$ cat src/hw/rtl/hck_pkg.sv
package hck_pkg;

  localparam int unsigned PIX_W  = 8;
  localparam int unsigned FRAC_W = 5;
  localparam int unsigned MULT_W = 13;
  localparam int unsigned NUM_W  = 21;
  localparam int unsigned RECIP_W = 20;
  localparam int unsigned RECIP_SHIFT = 32;

  // Hue is given in half degrees; the circle closes at 180 and has six sectors of 30.
  localparam logic [PIX_W-1:0]  HUE_WRAP    = 8'd180;
  localparam logic [PIX_W-1:0]  SECTOR_SPAN = 8'd30;
  localparam logic [FRAC_W-1:0] SPAN_FRAC   = 5'd30;

  // Common denominator 255 * 30, and half of it for round to nearest.
  localparam logic [MULT_W-1:0] FULL_SCALE = 13'd7650;
  localparam logic [NUM_W-1:0]  FULL_NUM   = 21'd7650;
  localparam logic [NUM_W-1:0]  HALF_SCALE = 21'd3825;

  localparam logic [63:0] RECIP_WIDE = (64'd1 << RECIP_SHIFT) / 64'd7650;
  localparam logic [RECIP_W-1:0] RECIP = RECIP_WIDE[RECIP_W-1:0];

  // Latency of the rounding divider.
  localparam int unsigned DIV_LAT = 3;

  typedef enum logic [2:0] {
    REG_HUE_LOW   = 3'd0,
    REG_HUE_HIGH  = 3'd1,
    REG_SAT_LOW   = 3'd2,
    REG_SAT_HIGH  = 3'd3,
    REG_VAL_LOW   = 3'd4,
    REG_VAL_HIGH  = 3'd5,
    REG_SPILL     = 3'd6
  } cfg_index_t;

  typedef enum logic [2:0] {
    SECTOR_0 = 3'd0,
    SECTOR_1 = 3'd1,
    SECTOR_2 = 3'd2,
    SECTOR_3 = 3'd3,
    SECTOR_4 = 3'd4,
    SECTOR_5 = 3'd5
  } sector_t;

  typedef struct packed {
    sector_t           sector;
    logic [FRAC_W-1:0] frac;
  } hue_split_t;

  typedef struct packed {
    logic             keyed;
    sector_t          sector;
    logic [PIX_W-1:0] val;
    logic [PIX_W-1:0] bg_blue;
    logic [PIX_W-1:0] bg_green;
    logic [PIX_W-1:0] bg_red;
  } side_t;

  // Wraps hue into one turn and splits it into sector and position in the sector.
  function automatic hue_split_t hue_split(logic [PIX_W-1:0] h);
    logic [PIX_W-1:0] hw;
    hue_split_t res;
    hw = (h >= HUE_WRAP) ? (h - HUE_WRAP) : h;
    res.sector = SECTOR_0;
    res.frac   = hw[FRAC_W-1:0];
    for (int i = 1; i < 6; i++) begin
      if (hw >= PIX_W'(i * 30)) begin
        res.sector = sector_t'(3'(i));
        res.frac   = FRAC_W'(hw - PIX_W'(i * 30));
      end
    end
    return res;
  endfunction

endpackage

$ cat src/hw/rtl/hck_scale_div.sv
module hck_scale_div
  import hck_pkg::*;
(
  input  logic              clk,
  input  logic [PIX_W-1:0]  val,
  input  logic [MULT_W-1:0] mult,
  output logic [PIX_W-1:0]  quo
);

  // Computes round(val * mult / 7650) with ties upward, by reciprocal
  // multiplication and a single correction step.
  logic [NUM_W-1:0]           num_r;
  logic [NUM_W-1:0]           num_b_r;
  logic [PIX_W-1:0]           est_r;
  logic [PIX_W-1:0]           quo_r;
  logic [NUM_W+RECIP_W-1:0]   prod;
  logic [NUM_W-1:0]           rem;

  assign prod = (NUM_W+RECIP_W)'(num_r) * (NUM_W+RECIP_W)'(RECIP);
  assign rem  = num_b_r - NUM_W'(est_r) * FULL_NUM;

  always_ff @(posedge clk) begin
    num_r   <= NUM_W'(val) * NUM_W'(mult) + HALF_SCALE;
    num_b_r <= num_r;
    est_r   <= prod[RECIP_SHIFT+PIX_W-1:RECIP_SHIFT];
    quo_r   <= est_r + PIX_W'(rem >= FULL_NUM);
  end

  assign quo = quo_r;

endmodule

$ cat src/hw/rtl/hsv_chroma_key_pixel.sv
// Channel  Ports                                   Handshake
// input    start, busy, in_fg_*, in_bg_*           beat taken when start && !busy
// result   out_valid, out_key_hit, out_blue/green/red  one-cycle strobe, no back-pressure
// config   cfg_we, cfg_index, cfg_data             write when cfg_we is high
//
// Every pixel passes six register stages: one for the range compares, spill and hue
// split, one for the saturation products, three in the reciprocal divider, and the
// output register. A new beat is accepted every cycle; busy is always low.
// Reset is synchronous and active low; it clears valid bits and spill, empties ranges.
// The receiver cannot stall, so the pipeline never holds.
module hsv_chroma_key_pixel
  import hck_pkg::*;
(
  input  logic             clk,
  input  logic             rst_n,
  input  logic             start,
  output logic             busy,
  input  logic [PIX_W-1:0] in_fg_hue,
  input  logic [PIX_W-1:0] in_fg_sat,
  input  logic [PIX_W-1:0] in_fg_val,
  input  logic [PIX_W-1:0] in_bg_blue,
  input  logic [PIX_W-1:0] in_bg_green,
  input  logic [PIX_W-1:0] in_bg_red,
  output logic             out_valid,
  output logic             out_key_hit,
  output logic [PIX_W-1:0] out_blue,
  output logic [PIX_W-1:0] out_green,
  output logic [PIX_W-1:0] out_red,
  input  logic             cfg_we,
  input  logic [2:0]       cfg_index,
  input  logic [PIX_W-1:0] cfg_data
);

  // Configuration registers.
  logic [PIX_W-1:0] hue_low_r, hue_high_r, sat_low_r, sat_high_r, val_low_r, val_high_r;
  logic [6:0]       spill_r;

  always_ff @(posedge clk) begin
    if (!rst_n) begin
      hue_low_r  <= HUE_WRAP;
      hue_high_r <= '0;
      sat_low_r  <= '1;
      sat_high_r <= '0;
      val_low_r  <= '1;
      val_high_r <= '0;
      spill_r    <= '0;
    end else if (cfg_we) begin
      unique case (cfg_index)
        REG_HUE_LOW:  hue_low_r  <= cfg_data;
        REG_HUE_HIGH: hue_high_r <= cfg_data;
        REG_SAT_LOW:  sat_low_r  <= cfg_data;
        REG_SAT_HIGH: sat_high_r <= cfg_data;
        REG_VAL_LOW:  val_low_r  <= cfg_data;
        REG_VAL_HIGH: val_high_r <= cfg_data;
        REG_SPILL:    spill_r    <= cfg_data[6:0];
        default: ;
      endcase
    end
  end

  assign busy = 1'b0;

  logic accept;
  assign accept = start && !busy;

  // Stage 1: key decision on the raw foreground, spill reduction, hue split.
  logic             keyed_nxt;
  logic             spill_hit;
  logic [PIX_W-1:0] sat_nxt;
  hue_split_t       split_nxt;

  always_comb begin
    keyed_nxt = (in_fg_hue >= hue_low_r) && (in_fg_hue <= hue_high_r) &&
                (in_fg_sat >= sat_low_r) && (in_fg_sat <= sat_high_r) &&
                (in_fg_val >= val_low_r) && (in_fg_val <= val_high_r);
    spill_hit = (in_fg_hue > hue_low_r) && (in_fg_hue < hue_high_r) &&
                (in_fg_sat > PIX_W'(spill_r));
    sat_nxt   = spill_hit ? (in_fg_sat - PIX_W'(spill_r)) : in_fg_sat;
    split_nxt = hue_split(in_fg_hue);
  end

  logic              s1_valid_r;
  side_t             s1_side_r;
  logic [PIX_W-1:0]  s1_sat_r;
  logic [FRAC_W-1:0] s1_frac_r;

  always_ff @(posedge clk) begin
    if (!rst_n) begin
      s1_valid_r <= 1'b0;
    end else begin
      s1_valid_r <= accept;
    end
  end

  always_ff @(posedge clk) begin
    s1_side_r.keyed    <= keyed_nxt;
    s1_side_r.sector   <= split_nxt.sector;
    s1_side_r.val      <= in_fg_val;
    s1_side_r.bg_blue  <= in_bg_blue;
    s1_side_r.bg_green <= in_bg_green;
    s1_side_r.bg_red   <= in_bg_red;
    s1_sat_r           <= sat_nxt;
    s1_frac_r          <= split_nxt.frac;
  end

  // Stage 2: the three scale factors 7650 - S*k. With k = 30 this is
  // 30 * (255 - S), so p shares the denominator of q and t.
  logic              s2_valid_r;
  side_t             s2_side_r;
  logic [MULT_W-1:0] mult_p_r, mult_q_r, mult_t_r;

  always_ff @(posedge clk) begin
    if (!rst_n) begin
      s2_valid_r <= 1'b0;
    end else begin
      s2_valid_r <= s1_valid_r;
    end
  end

  always_ff @(posedge clk) begin
    s2_side_r <= s1_side_r;
    mult_p_r  <= FULL_SCALE - MULT_W'(s1_sat_r) * MULT_W'(SECTOR_SPAN);
    mult_q_r  <= FULL_SCALE - MULT_W'(s1_sat_r) * MULT_W'(s1_frac_r);
    mult_t_r  <= FULL_SCALE - MULT_W'(s1_sat_r) * MULT_W'(SPAN_FRAC - s1_frac_r);
  end

  // Stages 3 to 5: rounding dividers, with the side data delayed alongside.
  logic [PIX_W-1:0] quo_p, quo_q, quo_t;

  hck_scale_div u_div_p (.clk(clk), .val(s2_side_r.val), .mult(mult_p_r), .quo(quo_p));
  hck_scale_div u_div_q (.clk(clk), .val(s2_side_r.val), .mult(mult_q_r), .quo(quo_q));
  hck_scale_div u_div_t (.clk(clk), .val(s2_side_r.val), .mult(mult_t_r), .quo(quo_t));

  logic  dly_valid_r [DIV_LAT];
  side_t dly_side_r  [DIV_LAT];

  always_ff @(posedge clk) begin
    if (!rst_n) begin
      for (int i = 0; i < DIV_LAT; i++) begin
        dly_valid_r[i] <= 1'b0;
      end
    end else begin
      dly_valid_r[0] <= s2_valid_r;
      for (int i = 1; i < DIV_LAT; i++) begin
        dly_valid_r[i] <= dly_valid_r[i-1];
      end
    end
  end

  always_ff @(posedge clk) begin
    dly_side_r[0] <= s2_side_r;
    for (int i = 1; i < DIV_LAT; i++) begin
      dly_side_r[i] <= dly_side_r[i-1];
    end
  end

  // Stage 6: sector routing and compositing.
  side_t            fin;
  logic [PIX_W-1:0] blue_nxt, green_nxt, red_nxt;

  assign fin = dly_side_r[DIV_LAT-1];

  always_comb begin
    unique case (fin.sector)
      SECTOR_0: begin blue_nxt = quo_p;   green_nxt = quo_t;   red_nxt = fin.val; end
      SECTOR_1: begin blue_nxt = quo_p;   green_nxt = fin.val; red_nxt = quo_q;   end
      SECTOR_2: begin blue_nxt = quo_t;   green_nxt = fin.val; red_nxt = quo_p;   end
      SECTOR_3: begin blue_nxt = fin.val; green_nxt = quo_q;   red_nxt = quo_p;   end
      SECTOR_4: begin blue_nxt = fin.val; green_nxt = quo_p;   red_nxt = quo_t;   end
      default:  begin blue_nxt = quo_q;   green_nxt = quo_p;   red_nxt = fin.val; end
    endcase
    if (fin.keyed) begin
      blue_nxt  = fin.bg_blue;
      green_nxt = fin.bg_green;
      red_nxt   = fin.bg_red;
    end
  end

  logic             out_valid_r;
  logic             key_r;
  logic [PIX_W-1:0] blue_r, green_r, red_r;

  always_ff @(posedge clk) begin
    if (!rst_n) begin
      out_valid_r <= 1'b0;
    end else begin
      out_valid_r <= dly_valid_r[DIV_LAT-1];
    end
  end

  always_ff @(posedge clk) begin
    key_r   <= fin.keyed;
    blue_r  <= blue_nxt;
    green_r <= green_nxt;
    red_r   <= red_nxt;
  end

  assign out_valid   = out_valid_r;
  assign out_key_hit = key_r;
  assign out_blue    = blue_r;
  assign out_green   = green_r;
  assign out_red     = red_r;

endmodule

$ cat config.mk
export PLATFORM = sky130hd
export DESIGN_NAME = hsv_chroma_key_pixel
export DESIGN_NICKNAME = d
export VERILOG_FILES = /design/src/hw/rtl/hck_pkg.sv /design/src/hw/rtl/hck_scale_div.sv /design/src/hw/rtl/hsv_chroma_key_pixel.sv
export SDC_FILE = /design/constraint.sdc
export NUM_CORES = 2
export LEC_CHECK = 0
export ABC_CLOCK_PERIOD_IN_PS = 6100
export BUFFER_PORTS_ARGS = -buffer_cell sky130_fd_sc_hd__clkbuf_2
export CORE_ASPECT_RATIO = 1.25
export CORE_MARGIN = 2
export CORE_UTILIZATION = 30
export DETAILED_ROUTE_END_ITERATION = 8
export GPL_TIMING_DRIVEN = 0
export MAX_ROUTING_LAYER = met4
export SLEW_MARGIN = 20
export SYNTH_ARGS = -nofsm -noshare
export SYNTH_HDL_FRONTEND = slang
export SYNTH_HIERARCHICAL = 1
export SYNTH_SLANG_ARGS = --single-unit
$ cat constraint.sdc
create_clock -name clk -period 6.1 [get_ports clk]
set_input_delay 0.915 -clock clk [delete_from_list [all_inputs] [get_ports clk]]
set_output_delay 0.915 -clock clk [all_outputs]
set_load 0.05 [all_outputs]
==> summary.txt <==
Logic synthesis
  – Post-Syn Area: around 52000 um2
  – Share of the yosys chip area belonging to registers: 0.189
  – Synth unique cells: a little over 90
  – Number of flops mapped to enable cells by yosys: 0
  – Yosys Warn Count: 6
  – Synth area leader: ha_1
  – Synth top area share: 0.262
  – Seq cells post-synth: about 490
  – Synthesized area per cell: around 9.6 um2
  – Largest cells by area after synthesis: ha_1 (26%), fa_1 (22%), dfxtp_1 (19%)
  – Predominant post-synthesis flop cell: dfxtp_1
  – Async S/R FF share, synth: 0
  – Cells after synthesis: about 5400

Run status
  – Status: finished, violations left
  – Failing checks: setup timing

CTS
  – Num CTS Buffers: 58
  – Root buf cell: clkbuf_16
  – Clock latency at the later pin of the worst-skew pair: 0.68 ns
  – CTS clk-pin slew, worst paths: about 0.06 ns
  – H-tree Lvls: 2
  – Maximum root-to-sink buffer count: 3
  – Number of clock sinks: roughly 500
  – CTS tree: built

Setup path
  – CP required: between 6 and 7 ns
  – Crit-path max FO: 5
  – CP startpoint kind: flop
  – Crit-path max cell delay: a little over 0.6 ns
  – CP max-delay cell: fa_2
  – CP Capture Type: flop
  – WS Path Type: flop to flop
  – CP top delay family: adder cells
  – R2r setup slk: -0.27 ns
  – CP most frequent cell: fa_1
  – WP buf/inv: 4
  – Critical path arrival: roughly 7 ns

Floorplan
  – Row count: 170
  – Io pins: 90
  – Die width: 375 um
  – DIE AREA: 176000 um2
  – Area of the core: ~170000 um2
  – Die Ht: roughly 470 um
  – Initial Utilization: 0.301

Route
  – Via count: between 30000 and 40000
  – Post-Route WL: around 120000 um
  – 1st-pass router iterations: 6
  – Average vias per placed instance: roughly 4.7
  – Final ANT Viol Nets: 0
  – Routed wire per std cell: between 10 and 15 um
  – Residual DRC: 0
  – First-iteration detailed-routing DRC count: 1672

Final layout
  – Filler Cell Count: ~17000
  – Most common cell after layout, fill and taps aside: ha_1
  – Most frequent cells in the layout: ha_1 (1054), inv_1 (1015), fa_1 (551)
  – Share of cells above drive strength 1: 0.0802
  – P&R area growth vs syn: 13.1%
  – Finished Core Util: 0.341
  – Final #Nets: between 7000 and 8000

Timing
  – Final Setup Violations: 8
  – RSZ-0062 raised after global routing: yes
  – Final Skew: a little over 0.06 ns
  – Actual slew at the worst max-slew pin: around 1.1 ns
  – Final Hold Fails: 0
  – Fin crit share: 1.04
  – Final Max Tran Viols: 0
  – Worst relative slew slack: 0.298
  – Max Clock Freq: 157 MHz
  – PnR worst setup slack: -0.270 ns
  – Fin crit period: 6.37 ns

Placed design
  – Post-DP HPWL: about 94000 um
  – RePlAce Congestion: 0.912
  – IO Port Bufs: between 80 and 90

GRT
  – First-pass GRT wire length: 194000 um
  – Grt ovf: 0
  – Largest net degree at the start of global routing: 19
  – Gr usage total: 0.139
  – Initial antenna violation count: 12
  – Vias in the first global route: approximately 39000

Flow run
  – Max-cap viol count: 0

Min path
  – Worst min path class: flop to flop
[kinds of logic (layout without fill, tap and decap cells)]
| kind of cell | count (synthesis) | count (layout) | synth area share |
|---|---|---|---|
| other | 1 | 14 | 0.0000726 |
| buffers and inverters | 1112 | 1359 | 0.0810 |
| muxes | 24 | 24 | 0.00484 |
| adders and majority gates | 1640 | 1640 | 0.478 |
| xor gates and xnor gates | 219 | 219 | 0.0371 |
| AOI/OAI and AO/OA | 752 | 752 | 0.0995 |
| DFF | 487 | 487 | 0.189 |
| and+or+nand+nor | 1147 | 1147 | 0.111 |
[routing by layer]
metal / up-vias / track usage / part of all wire
li1: 18108 / - / -
met1: 18171 / 0.171 / 0.45
met2: 632 / 0.241 / 0.49
met3: 158 / 0.0143 / 0.035
met4: 0 / 0.0342 / 0.024
met5: - / - / 0
[sequential cells by signal (all words and copies together) (netlist names), 12 cells and up]
name and flops:
dly_side_r 108, u_div_t/num_r 21, u_div_p/num_r 21, u_div_t/num_b_r 20, u_div_q/num_b_r 20, s2_side_r 36
mult_p_r 12, s1_side_r 36, mult_t_r 13, u_div_q/num_r 21, u_div_p/num_b_r 20, mult_q_r 12
[stage by stage]
step	TNS, ns	instance area [um2]	setup slack (ns)	hold slack [ns]	instances
2_1_floorplan	0	51700	0.0113	0.310	5390
3_3_place_gp	-18.73	55000	-1.09	0.311	7713
3_5_place_dp	-20.10	55000	-1.17	0.312	7713
4_1_cts	-2.16	58100	-0.302	0.272	7860
5_1_grt	-5.82	58400	-0.498	0.289	7875
6_report	-1.47	58400	-0.270	0.313	7878
[worst paths after layout]
check / to / start / cells past startpoint
max: u_div_p/quo[6] / u_div_p/est_r[6] / 27
min reg2reg: dly_side_r[0][69] / dly_side_r[0][33] / 0
max reg2reg: u_div_p/quo[6] / u_div_p/est_r[6] / 27
min: dly_side_r[0][69] / dly_side_r[0][33] / 0
[final cells by class]
class                           instances  area, um2  share of cell area
Inverter                             1027       3850              0.0660
Timing Repair Buffer                  149        960              0.0164
Clock inverter                         29        458             0.00784
Tap cell                             2236       2800              0.0479
Multi-Input combinational cell       3791      38600               0.660
Clock buffer                           78       1640              0.0280
Sequential cell                       487       9830               0.168
Buffer                                 76        299             0.00512
Antenna cell                            5       12.5            0.000214
[timing repair]
action / in CTS / in global routing
setup buffers: 48 / 14
pin swaps: 105 / 64
endpoints found under the setup margin: 24 / 34
hold buffers: 0 / 0
resized for setup: 153 / 53
endpoints found under the hold margin: 0 / 0
[worst register-to-register path: cells and delay by family, from the launching register on]
family / cells / cell delay, ns
AOI/OAI and AO/OA: 6 / 1.26
xor gates and xnor gates: 2 / 0.33
adders and majority gates: 7 / 2.98
buffers and inverters: 4 / 0.30
DFF: 1 / 0.36
and+or+nand+nor: 8 / 1.07
[cell usage after synthesis (all sizes together) (16+ instances only)]
cell type  count
nand2        398
nor3          57
a21boi        39
o21a          30
nor2         158
inv         1027
mux2i         16
and3          21
ha          1081
clkbuf        77
a21oi        211
a21o          66
fa           559
xor2          74
a211oi        52
o21ai        117
o21bai        20
nand2b        38
nand4         43
o211ai        36
and2         230
or3           17
a311oi        17
a31oi         19
nor2b         54
nand3         65
dfxtp        487
xnor2        145
Power is not shown: default switching activity piles up to over one toggle a cycle in this logic, so the estimate is an artifact.
